[config.mk]
export PLATFORM = sky130hd
export DESIGN_NAME = palette_index_compaction
export DESIGN_NICKNAME = d
export VERILOG_FILES = /design/src/pic_pkg.sv /design/src/palette_index_compaction.sv /design/src/pic_used_map.sv
export SDC_FILE = /design/constraint.sdc
export NUM_CORES = 1
export LEC_CHECK = 0
export BUFFER_PORTS_ARGS = -buffer_cell sky130_fd_sc_hd__buf_2
export CAP_MARGIN = 20
export CELL_PAD_IN_SITES_DETAIL_PLACEMENT = 1
export CELL_PAD_IN_SITES_GLOBAL_PLACEMENT = 1
export CORE_MARGIN = 4
export CORE_UTILIZATION = 53
export CTS_BUF_LIST = sky130_fd_sc_hd__clkbuf_8
export DETAILED_ROUTE_END_ITERATION = 8
export PLACE_DENSITY_LB_ADDON = 0.2
export SLEW_MARGIN = 20
export SYNTH_ARGS = -nofsm -noshare
export SYNTH_HDL_FRONTEND = slang
export SYNTH_SLANG_ARGS = --single-unit
[constraint.sdc]
create_clock -name clk_i -period 10.3 [get_ports clk_i]
set_input_delay 1.03 -clock clk_i [delete_from_list [all_inputs] [get_ports clk_i]]
set_output_delay 1.03 -clock clk_i [all_outputs]
set_load 0.01 [all_outputs]
[src/pic_pkg.sv]
// Package for the palette index compaction block.
// Holds the item types, the kind codes and the sizing constants of the used map.
// No dependencies.
package pic_pkg;

  localparam int PaletteEntries = 256;
  localparam int MapBits        = (PaletteEntries < 256) ? PaletteEntries : 256;
  localparam int GroupBits      = 16;
  localparam int NumGroups      = (MapBits + GroupBits - 1) / GroupBits;
  localparam int PadBits        = NumGroups * GroupBits;
  localparam int GroupIdxW      = (NumGroups > 1) ? $clog2(NumGroups) : 1;
  localparam int BitIdxW        = $clog2(PadBits);
  localparam int PopW           = $clog2(GroupBits + 1);
  localparam int CountW         = 9;

  typedef enum logic [1:0] {
    KindClear = 2'd0,
    KindMark  = 2'd1,
    KindRemap = 2'd2,
    KindQuery = 2'd3
  } kind_e;

  typedef struct packed {
    kind_e      kind;
    logic [7:0] pixel_value;
  } in_item_t;

  typedef struct packed {
    logic [7:0]        new_index;
    logic              index_used;
    logic [CountW-1:0] color_count;
  } out_item_t;

  typedef struct packed {
    logic       valid;
    kind_e      kind;
    logic [7:0] pixel;
  } upd_t;

endpackage

[src/palette_index_compaction.sv]
// Top level of the palette index compaction block: input register, used map, result register.
// Depends on pic_pkg and pic_used_map.
//
//   Channel | Valid      | Stall       | Payload
//   --------+------------+-------------+-----------------------
//   input   | in_valid_i | in_stall_o  | in_data_i  (in_item_t)
//   output  | out_valid_o| out_stall_i | out_data_o (out_item_t)
//
// Every item gives one result after its transfer: it passes the input register and then
// the result register. One item is taken per cycle while the output is not stalled; this
// rests on the used map and its group prefix counts being updated as the item moves on.
// Reset clears the used map, the counts and both valid flags at once.
// A stall on a full result register holds it, and in the same cycle holds a full input register.
module palette_index_compaction import pic_pkg::*; (
  input  logic      clk_i,
  input  logic      rst_ni,
  input  logic      in_valid_i,
  output logic      in_stall_o,
  input  in_item_t  in_data_i,
  output logic      out_valid_o,
  input  logic      out_stall_i,
  output out_item_t out_data_o
);

  logic      s1_valid_q;
  in_item_t  s1_item_q;
  logic      out_valid_q;
  out_item_t out_item_q;
  logic      advance;
  logic      s1_load;
  upd_t      upd;
  out_item_t res;

  assign advance    = !out_valid_q || !out_stall_i;
  assign s1_load    = !s1_valid_q || advance;
  assign in_stall_o = !s1_load;

  assign upd.valid = s1_valid_q && advance;
  assign upd.kind  = s1_item_q.kind;
  assign upd.pixel = s1_item_q.pixel_value;

  pic_used_map u_used_map (
    .clk_i  (clk_i),
    .rst_ni (rst_ni),
    .upd_i  (upd),
    .res_o  (res)
  );

  always_ff @(posedge clk_i or negedge rst_ni) begin
    if (!rst_ni) begin
      s1_valid_q  <= 1'b0;
      out_valid_q <= 1'b0;
    end else begin
      if (s1_load) begin
        s1_valid_q <= in_valid_i;
      end
      if (advance) begin
        out_valid_q <= s1_valid_q;
      end
    end
  end

  always_ff @(posedge clk_i) begin
    if (s1_load && in_valid_i) begin
      s1_item_q <= in_data_i;
    end
    if (advance && s1_valid_q) begin
      out_item_q <= res;
    end
  end

  assign out_valid_o = out_valid_q;
  assign out_data_o  = out_item_q;

endmodule

[src/pic_used_map.sv]
// Used map of the palette index compaction block, with per-group prefix counts.
// Computes the result of the pending item and applies its update to the map.
// Depends on pic_pkg.
module pic_used_map import pic_pkg::*; (
  input  logic      clk_i,
  input  logic      rst_ni,
  input  upd_t      upd_i,
  output out_item_t res_o
);

  logic [PadBits-1:0]   map_q, map_d;
  logic [CountW-1:0]    prefix_q [NumGroups];
  logic [CountW-1:0]    prefix_d [NumGroups];
  logic [CountW-1:0]    count_q, count_d;

  logic                 in_palette;
  logic [GroupIdxW-1:0] grp;
  logic [3:0]           off;
  logic [BitIdxW-1:0]   bit_idx;
  logic [GroupBits-1:0] grp_bits;
  logic [GroupBits-1:0] below_bits;
  logic [PopW-1:0]      below_cnt;
  logic                 set_new;
  logic                 is_clear;

  always_comb begin
    in_palette = ({1'b0, upd_i.pixel} < CountW'(MapBits));
    grp        = in_palette ? GroupIdxW'(upd_i.pixel[7:4]) : '0;
    off        = upd_i.pixel[3:0];
    bit_idx    = in_palette ? BitIdxW'(upd_i.pixel) : '0;
    grp_bits   = map_q[grp*GroupBits +: GroupBits];
    below_bits = grp_bits & ((GroupBits'(1) << off) - GroupBits'(1));
    below_cnt  = '0;
    for (int i = 0; i < GroupBits; i++) begin
      below_cnt = below_cnt + PopW'(below_bits[i]);
    end
    is_clear = (upd_i.kind == KindClear);
    set_new  = upd_i.valid && (upd_i.kind == KindMark) && in_palette && !map_q[bit_idx];
  end

  always_comb begin
    map_d    = map_q;
    prefix_d = prefix_q;
    count_d  = count_q;
    if (upd_i.valid && is_clear) begin
      map_d   = '0;
      count_d = '0;
      for (int g = 0; g < NumGroups; g++) begin
        prefix_d[g] = '0;
      end
    end else if (set_new) begin
      map_d[bit_idx] = 1'b1;
      count_d        = count_q + CountW'(1);
      for (int g = 0; g < NumGroups; g++) begin
        if (GroupIdxW'(g) > grp) begin
          prefix_d[g] = prefix_q[g] + CountW'(1);
        end
      end
    end
  end

  always_comb begin
    if (is_clear) begin
      res_o = '0;
    end else begin
      res_o.new_index   = in_palette ? 8'(prefix_q[grp] + CountW'(below_cnt))
                                     : 8'(count_d);
      res_o.index_used  = in_palette && (map_q[bit_idx] || set_new);
      res_o.color_count = count_d;
    end
  end

  always_ff @(posedge clk_i or negedge rst_ni) begin
    if (!rst_ni) begin
      map_q   <= '0;
      count_q <= '0;
      for (int g = 0; g < NumGroups; g++) begin
        prefix_q[g] <= '0;
      end
    end else begin
      map_q    <= map_d;
      count_q  <= count_d;
      prefix_q <= prefix_d;
    end
  end

  a_count_matches_map: assert property (@(posedge clk_i) disable iff (!rst_ni)
    count_q == CountW'($countones(map_q)))
    else $error("distinct count disagrees with the used map");

  a_clear_empties: assert property (@(posedge clk_i) disable iff (!rst_ni)
    (upd_i.valid && is_clear) |=> (count_q == '0) && (map_q == '0))
    else $error("clear did not empty the used map");

  a_mark_sets_bit: assert property (@(posedge clk_i) disable iff (!rst_ni)
    (upd_i.valid && upd_i.kind == KindMark && in_palette) |=> map_q[$past(bit_idx)])
    else $error("mark did not set the used bit");

  a_first_prefix_zero: assert property (@(posedge clk_i) disable iff (!rst_ni)
    prefix_q[0] == '0)
    else $error("prefix count of the first group is not zero");

endmodule

==> summary.md, run 1 <==
| Metric | Value |
|---|---|
| Distinct cells, synth | `62` |
| Xor and xnor fraction of the mapped netlist area | `0.003231` |
| Clock Latency Late Sink | `around 0.67 ns` |
| Post-route clock skew | `roughly 0.034 ns` |
| ANT nets after route | `0` |
| Setup TNS Final | `0 ns` |
| EDFF count, synth | `28` |
| Reg-to-reg startpoint | `s1_item_q[1]$_DFFE_PP_` |
| Sw Share | `0.2931` |
| Largest net degree at the start of global routing | `between 150 and 200` |
| Sequential share of power | `0.466` |
| Post-cts sizing count | `0` |
| Max Cap Viol | `0` |
| Area after DPL | `0.02476 mm^2` |
| Period utilization | `0.7839` |
| #FFs+latches synth | `around 420` |
| Design Area, Final | `~0.026 mm^2` |
| Worst path arrival time | `8.49 ns` |
| Die width | `between 200 and 250 um` |
| Num CTS Buffers | `between 70 and 80` |
| Area grow syn2layout | `7.688%` |
| CTS tree | `built` |
| Fmax | `around 0.12 GHz` |
| Clk sinks | `around 420` |
| Critical Path Fanout Max | `14` |
| Share of the synthesized area in the top cell type | `0.4051` |
| Standard-cell rows | `78` |
| Post-synth ARST share | `0.9338` |
| Cells after synthesis | `around 2300` |
| CP required | `approximately 11 ns` |
| Via count | `20260` |
| Critical Path Source | `s1_item_q[1]$_DFFE_PP_` |
| Met3 global-route usage | `0.06117` |
| Final setup violating endpoints | `0` |
| WS Path Type | `reg -> reg` |
| Critical Path Stages | `27` |
| Crit-path leading delay family | `adder cells` |
| Syn nets | `2307` |
| Initial core utilization | `0.5365` |
| Final hold viol count | `0` |
| Mux cell area share after synthesis | `0.1823` |
| Crit-path max cell delay | `~0.66 ns` |
| Cell taking the most area after synthesis | `dfrtp_1` |
| Io pins | `34` |
| GRT Max-Usage Layer | `met2` |
| Slowest cell on crit path | `nor3_1` |
| H-Tree Depth | `3` |
| Compound-Gate Fraction of Synth Area | `0.1422` |
| Synth Area in Adders | `0.02287` |
| Tmin final | `slightly above 8 ns` |
| Commonest non-fill, non-tap cells in the layout | `dfrtp_1 (395), nor4_1 (171), o21a_1 (167), mux4_2 (151), nor2_1 (143)` |
| GR Overflow Total | `0` |
| Via/cell ratio | `around 7.1` |
| Crit. End Element | `flop` |
| Pleak | `between 10 and 15 nW` |
| Min-delay worst type | `in -> async` |
| Wirelength per Cell | `28.67 um` |
| Clock Power Share | `0.417` |
| Register area share after synthesis | `0.4396` |
| Max VDD drop | `between 100 and 150 uV` |
| Wirelength, routed | `between 80000 and 90000 um` |
| Vias in the first global route | `roughly 21000` |
| Number of synthesis warnings | `0` |
| Final net count | `between 2000 and 2500` |
| Fillers | `4826` |
| CORE AREA | `approximately 0.045 mm^2` |
| NetSw | `0.001114 W` |
| GPL Wtd Cong | `~0.9` |
| RSZ-0062 raised after global routing | `false` |
| DP HPWL | `51950 um` |
| Clock Tree Buf Depth | `3` |
| Root Driver | `clkbuf_8` |
| Final slew viol count | `0` |
| Met2 usage | `0.5199` |
| Number of port buffers | `33` |
| Slew HR | `0.2354` |
| Worst path bufs/invs | `5` |
| Largest family of logic cells by synthesized area | `multiplexers` |
| Internal Power | `0.002686 W` |
| Ys flop type | `dfrtp_1` |
| Initial antenna violation count | `5` |
| Total GRT Usage | `0.3268` |
| Layout cells sized above 1 | `0.1610` |
| First-pass iteration count of the detailed router | `6` |
| Clk slew on worst S/H paths | `around 0.060 ns` |
| Startpoint types | `flop` |
| Simple-Gate Fraction of Synth Area | `0.1655` |
| Status | `completed` |
| Count of hold-fix buffers inserted at cts | `0` |
| First DRT Iteration DRCs | `2303` |
| Post CTS Setup Buffer Count | `0` |
| PwrDens | `~140 mW/mm^2` |
| Commonest non-fill, non-tap cell in the layout | `dfrtp_1` |
| Post-Syn Area per Cell | `around 11 um^2` |
| First-pass GRT wire length | `128100 um` |
| DIE HEIGHT | `between 200 and 250 um` |
| Synth area leaders | `dfrtp_1 (41%), mux4_2 (14%), o21a_1 (5.1%)` |
| DRC viols | `0` |
| Reg2Reg Depth | `27` |
| Synthesized area | `0.02440 mm^2` |
| CP most frequent cell | `fa_1` |
| Logic pwr share | `0.117` |
| Met1 Usage GRT | `0.4539` |
| Measured slew at the worst slew-check pin | `about 1.1 ns` |
| Die Area | `between 0.04 and 0.05 mm^2` |
[state kept, by name (all words and copies together), names as in the netlist]
name and flops:
s1_item_q 10, s1_valid_q 1, out_data_o 18, u_used_map.count_q 9, u_used_map.map_q 256, u_used_map.prefix_q 128, out_valid_o 1
[per-layer routing]
metal / vias to the layer above / wire length [um]
met5: - / 56
met4: 8 / 3146
met3: 206 / 5655
met2: 847 / 38550
met1: 10660 / 33970
li1: 8540 / -
[power by group through the flow]
stage | Combinational, W | Clock, W | Sequential [W]
after global placement | 0.000425 | 0 | 0.00180
after detailed placement | 0.000439 | 0 | 0.00180
after global routing | 0.000481 | 0.00169 | 0.00177
after CTS | 0.000441 | 0.00161 | 0.00177
after floorplan | 0.000292 | 0 | 0.00178
final | 0.000445 | 0.00158 | 0.00177
[metrics by stage]
stage	setup slack, ns	total power, W	instances	util	hold WS [ns]
after floorplan	2.331	0.002075	2255	-	0.4570
after global placement	2.555	0.002221	2702	0.5445	0.4709
after detailed placement	2.314	0.002238	2702	0.5445	0.4795
after CTS	2.310	0.003816	2836	0.5773	0.4500
after global routing	1.690	0.003944	2837	0.5776	0.4882
final	2.225	0.003800	2838	0.5777	0.4310
[cell families after synthesis]
family                     count (synthesis)
DFF                                      423
xor gates and xnor gates                   9
adders and majority gates                 38
other                                      1
AOI/OAI and AO/OA                        517
muxes                                    255
buffers and inverters                    253
and+or+nand+nor                          759
[synth_stat cells, types with 6 or more instances]
cell type and instances:
o31ai_1 55, nand2b_1 9, or2_2 16, or4_1 52, xnor2_1 7, nor2b_1 32, and2_1 17, fa_1 11
a31oi_1 88, and3_1 19, and4_1 12, o311ai_1 7, mux4_2 151, buf_6 8, edfxtp_1 28, nand2_1 142
clkbuf_1 160, nand4_1 36, nor3_1 21, mux2i_1 99, o21a_1 167, inv_1 28, o21ai_0 36, ha_1 27
buf_4 6, buf_2 35, nor2_1 145, or3_1 11, dfrtp_1 395, o311ai_0 6, nand3_1 64, buf_1 15
nor4_1 172, a22oi_1 24, a21oi_1 101
[cell type report]
cell class | instances | area [um^2] | share of cell area
Inverter | 29 | 108.9 | 0.004143
Clock buffer | 97 | 1335 | 0.05081
Antenna cell | 2 | 5.005 | 0.0001905
Multi-Input combinational cell | 1579 | 12670 | 0.4821
Timing Repair Buffer | 71 | 526.8 | 0.02005
Tap cell | 600 | 750.7 | 0.02857
Sequential cell | 423 | 10730 | 0.4082
Clock inverter | 37 | 153.9 | 0.005858
[worst paths after layout]
check	slack, ns	endpoint
worst max-delay path	2.23	out_data_o[17]$_SDFFCE_PP0P_
worst min-delay path	0.43	u_used_map.count_q[1]$_DFF_PN0_
worst max register to register	2.23	out_data_o[17]$_SDFFCE_PP0P_
worst min register to register	0.49	u_used_map.map_q[207]$_DFFE_PN0P_
max in group asynchronous	7.54	u_used_map.map_q[245]$_DFFE_PN0P_
min in group clk_i	0.49	u_used_map.map_q[207]$_DFFE_PN0P_
Note: power is estimated with default switching activity, not from simulation.
==> inputs of run 2 (changes only) <==
==> constraint.sdc (replaced) <==
create_clock -name clk_i -period 7.6 [get_ports clk_i]
set_input_delay 0.76 -clock clk_i [delete_from_list [all_inputs] [get_ports clk_i]]
set_output_delay 0.76 -clock clk_i [all_outputs]
set_load 0.01 [all_outputs]
==> summary.md, run 2 (synthesis gave the netlist of run 1 again) <==
| Metric | Value |
|---|---|
| Reg-to-reg startpoint | `s1_item_q[4]$_DFFE_PP_ (was s1_item_q[1]$_DFFE_PP_)` |
| Num CTS Buffers | `76 (was 75)` |
| Io pins | `34 (unchanged)` |
| DIE HEIGHT | `222.6 um (unchanged)` |
| Standard-cell rows | `78 (unchanged)` |
| CP required | `8.03 ns (was 10.72 ns)` |
| CORE AREA | `0.04548 mm^2 (unchanged)` |
| First DRT Iteration DRCs | `2503 (was 2303)` |
| Wirelength, routed | `82010 um (was 81380 um)` |
| Post-route clock skew | `0.03611 ns (was 0.03408 ns)` |
| Vias in the first global route | `21030 (was 20930)` |
| Final net count | `2243 (was 2231)` |
| Design Area, Final | `0.02649 mm^2 (was 0.02627 mm^2)` |
| Initial antenna violation count | `6 (was 5)` |
| GPL Wtd Cong | `0.9440 (was 0.9086)` |
| CP most frequent cell | `fa_1 (unchanged)` |
| Worst path arrival time | `7.70 ns (was 8.49 ns)` |
| H-Tree Depth | `3 (unchanged)` |
| First-pass GRT wire length | `128800 um (was 128100 um)` |
| Crit-path leading delay family | `adder cells (unchanged)` |
| DP HPWL | `52910 um (was 51950 um)` |
| Commonest non-fill, non-tap cells in the layout | `dfrtp_1 (395), nor4_1 (171), o21a_1 (167), mux4_2 (151), nor2_1 (142) (was dfrtp_1 (395), nor4_1 (171), o21a_1 (167), mux4_2 (151), nor2_1 (143))` |
| First-pass iteration count of the detailed router | `7 (was 6)` |
| Largest net degree at the start of global routing | `191 (was 195)` |
| GR Overflow Total | `0 (unchanged)` |
| Final slew viol count | `0 (unchanged)` |
| Clock Latency Late Sink | `0.69 ns (was 0.67 ns)` |
| Wirelength per Cell | `28.76 um (was 28.67 um)` |
| Crit. End Element | `flop (unchanged)` |
| Clk sinks | `423 (unchanged)` |
| R2R Setup Slk | `0.33 ns (was 2.23 ns)` |
| Number of port buffers | `33 (unchanged)` |
| Via count | `20480 (was 20260)` |
| Crit-path max cell delay | `0.60 ns (was 0.66 ns)` |
| ANT nets after route | `0 (unchanged)` |
| Total GRT Usage | `0.3287 (was 0.3268)` |
| Fillers | `4774 (was 4826)` |
| WS Path Type | `reg -> reg (unchanged)` |
| Worst path bufs/invs | `5 (unchanged)` |
| Layout cells sized above 1 | `0.1715 (was 0.1610)` |
| Pleak | `11.12 nW (was 11.00 nW)` |
| Final hold viol count | `0 (unchanged)` |
| Antenna cells | `0 (was 2)` |
| Via/cell ratio | `7.183 (was 7.138)` |
| Fmax | `0.1375 GHz (was 0.1238 GHz)` |
| Tmin final | `7.272 ns (was 8.075 ns)` |
| Die width | `222.6 um (unchanged)` |
| Area after DPL | `0.02487 mm^2 (was 0.02476 mm^2)` |
| Critical Path Fanout Max | `50 (was 14)` |
| Period utilization | `0.9569 (was 0.7839)` |
| Area grow syn2layout | `8.580% (was 7.688%)` |
| Slowest cell on crit path | `mux4_2 (was nor3_1)` |
| DRC viols | `0 (unchanged)` |
| Commonest non-fill, non-tap cell in the layout | `dfrtp_1 (unchanged)` |
| RSZ-0062 raised after global routing | `false (unchanged)` |
| Final setup violating endpoints | `0 (unchanged)` |
| Status | `completed (unchanged)` |
| Die Area | `0.04953 mm^2 (unchanged)` |
| Clock Tree Buf Depth | `3 (unchanged)` |
| RR Endpoint | `out_data_o[17]$_SDFFCE_PP0P_ (unchanged)` |
| Critical Path Stages | `24 (was 27)` |
| CTS tree | `built (unchanged)` |
| Max reg flops | `256 (unchanged)` |
| Initial core utilization | `0.5365 (unchanged)` |
| Measured slew at the worst slew-check pin | `1.212 ns (was 1.147 ns)` |
| Setup TNS Final | `0 ns (unchanged)` |
| Min-delay worst type | `in -> async (unchanged)` |
| Slew HR | `0.1917 (was 0.2354)` |
| Startpoint types | `flop (unchanged)` |
| Top reg by flops | `u_used_map.map_q (unchanged)` |
| Max VDD drop | `160.5 uV (was 122.5 uV)` |
| PwrDens | `197.8 mW/mm^2 (was 144.6 mW/mm^2)` |
| Reg2Reg Depth | `24 (was 27)` |
| Max Cap Viol | `0 (unchanged)` |
| Worst hold slack | `0.04235 ns (was 0.4310 ns)` |
| Root Driver | `clkbuf_8 (unchanged)` |
| Critical-path cell list | `buf_12 > mux4_2 > mux4_2 > and2_1 > ha_1 > fa_1 > inv_1 > fa_1 > fa_1 > inv_1 > fa_1 > fa_1 > inv_1 > fa_1 > inv_1 > ha_1 > a21o_1 > a21oi_1 > nor2b_1 > o21ai_0 > nand2b_1 > nand3_1 > xor2_1 > nor2_1` |
| Clk slew on worst S/H paths | `0.06 ns (about the same)` |
-- run 2: area by class of cell --
cell class | count | area [um^2] | area share
well taps | 600 | 750.7 | 0.02834
flip-flops and latches | 423 | 10730 | 0.4049
repair buffers | 82 | 650.6 | 0.02456
clock buffers | 102 | 1404 | 0.05299
inverters | 29 | 108.9 | 0.004109
clock inverters | 36 | 160.2 | 0.006046
multi-input cells | 1579 | 12690 | 0.4791
-- run 2: worst max path at each step --
stage	slack, ns	endpoint	from
CTS	0.09	out_data_o[17]$_SDFFCE_PP0P_	s1_item_q[0]$_DFFE_PP_
detailed placement	0.12	out_data_o[17]$_SDFFCE_PP0P_	s1_item_q[0]$_DFFE_PP_
global route	0.07	out_data_o[17]$_SDFFCE_PP0P_	s1_item_q[0]$_DFFE_PP_
finish	0.33	out_data_o[17]$_SDFFCE_PP0P_	s1_item_q[4]$_DFFE_PP_
floorplan	0.003	out_data_o[17]$_SDFFCE_PP0P_	s1_item_q[1]$_DFFE_PP_
global placement	0.42	out_data_o[17]$_SDFFCE_PP0P_	s1_item_q[0]$_DFFE_PP_
-- run 2: power breakdown --
group / total (W) / internal, W / leakage, nW / switching, W
registers: 0.00240 / 0.00233 / 5.77 / 0.0000689
clock network: 0.00223 / 0.00120 / 0.905 / 0.00103
logic: 0.000615 / 0.000176 / 4.44 / 0.000439
-- run 2: per-layer routing --
layer	global-route usage	vias up	wire [um]	part of all wire
met4	0.1304	8	3421	0.042
li1	-	8571	-	-
met3	0.06804	225	6100	0.074
met5	0	-	57	0.00070
met1	0.4485	10780	33200	0.40
met2	0.5214	896	39230	0.48
-- run 2: per-stage QoR --
| step | util | cells | total power [W] | setup slack (ns) |
|---|---|---|---|---|
| 2_1_floorplan | - | 2255 | 0.002813 | 0.002951 |
| 5_1_grt | 0.5825 | 2851 | 0.005446 | 0.06553 |
| 6_report | 0.5825 | 2851 | 0.005241 | 0.3278 |
| 3_3_place_gp | 0.5469 | 2710 | 0.003021 | 0.4155 |
| 4_1_cts | 0.5813 | 2848 | 0.005264 | 0.09216 |
| 3_5_place_dp | 0.5469 | 2710 | 0.003043 | 0.1199 |
-- run 2: timing repair --
item / in CTS / in global routing
setup buffers: 0 / 2
endpoints found under the hold margin: 0 / 0
hold buffers: 0 / 0
gates resized for setup: 0 / 1
setup endpoints to repair: 0 / 3
-- run 2: worst reg2reg max path: cells and delay by family (launching register included) --
family                     cells  cell delay, ns
xor gates and xnor gates       1            0.18
buffers and inverters          5            0.60
muxes                          2            1.11
DFF                            1            0.40
adders and majority gates      8            3.58
and+or+nand+nor                5            0.57
AOI/OAI and AO/OA              3            0.57
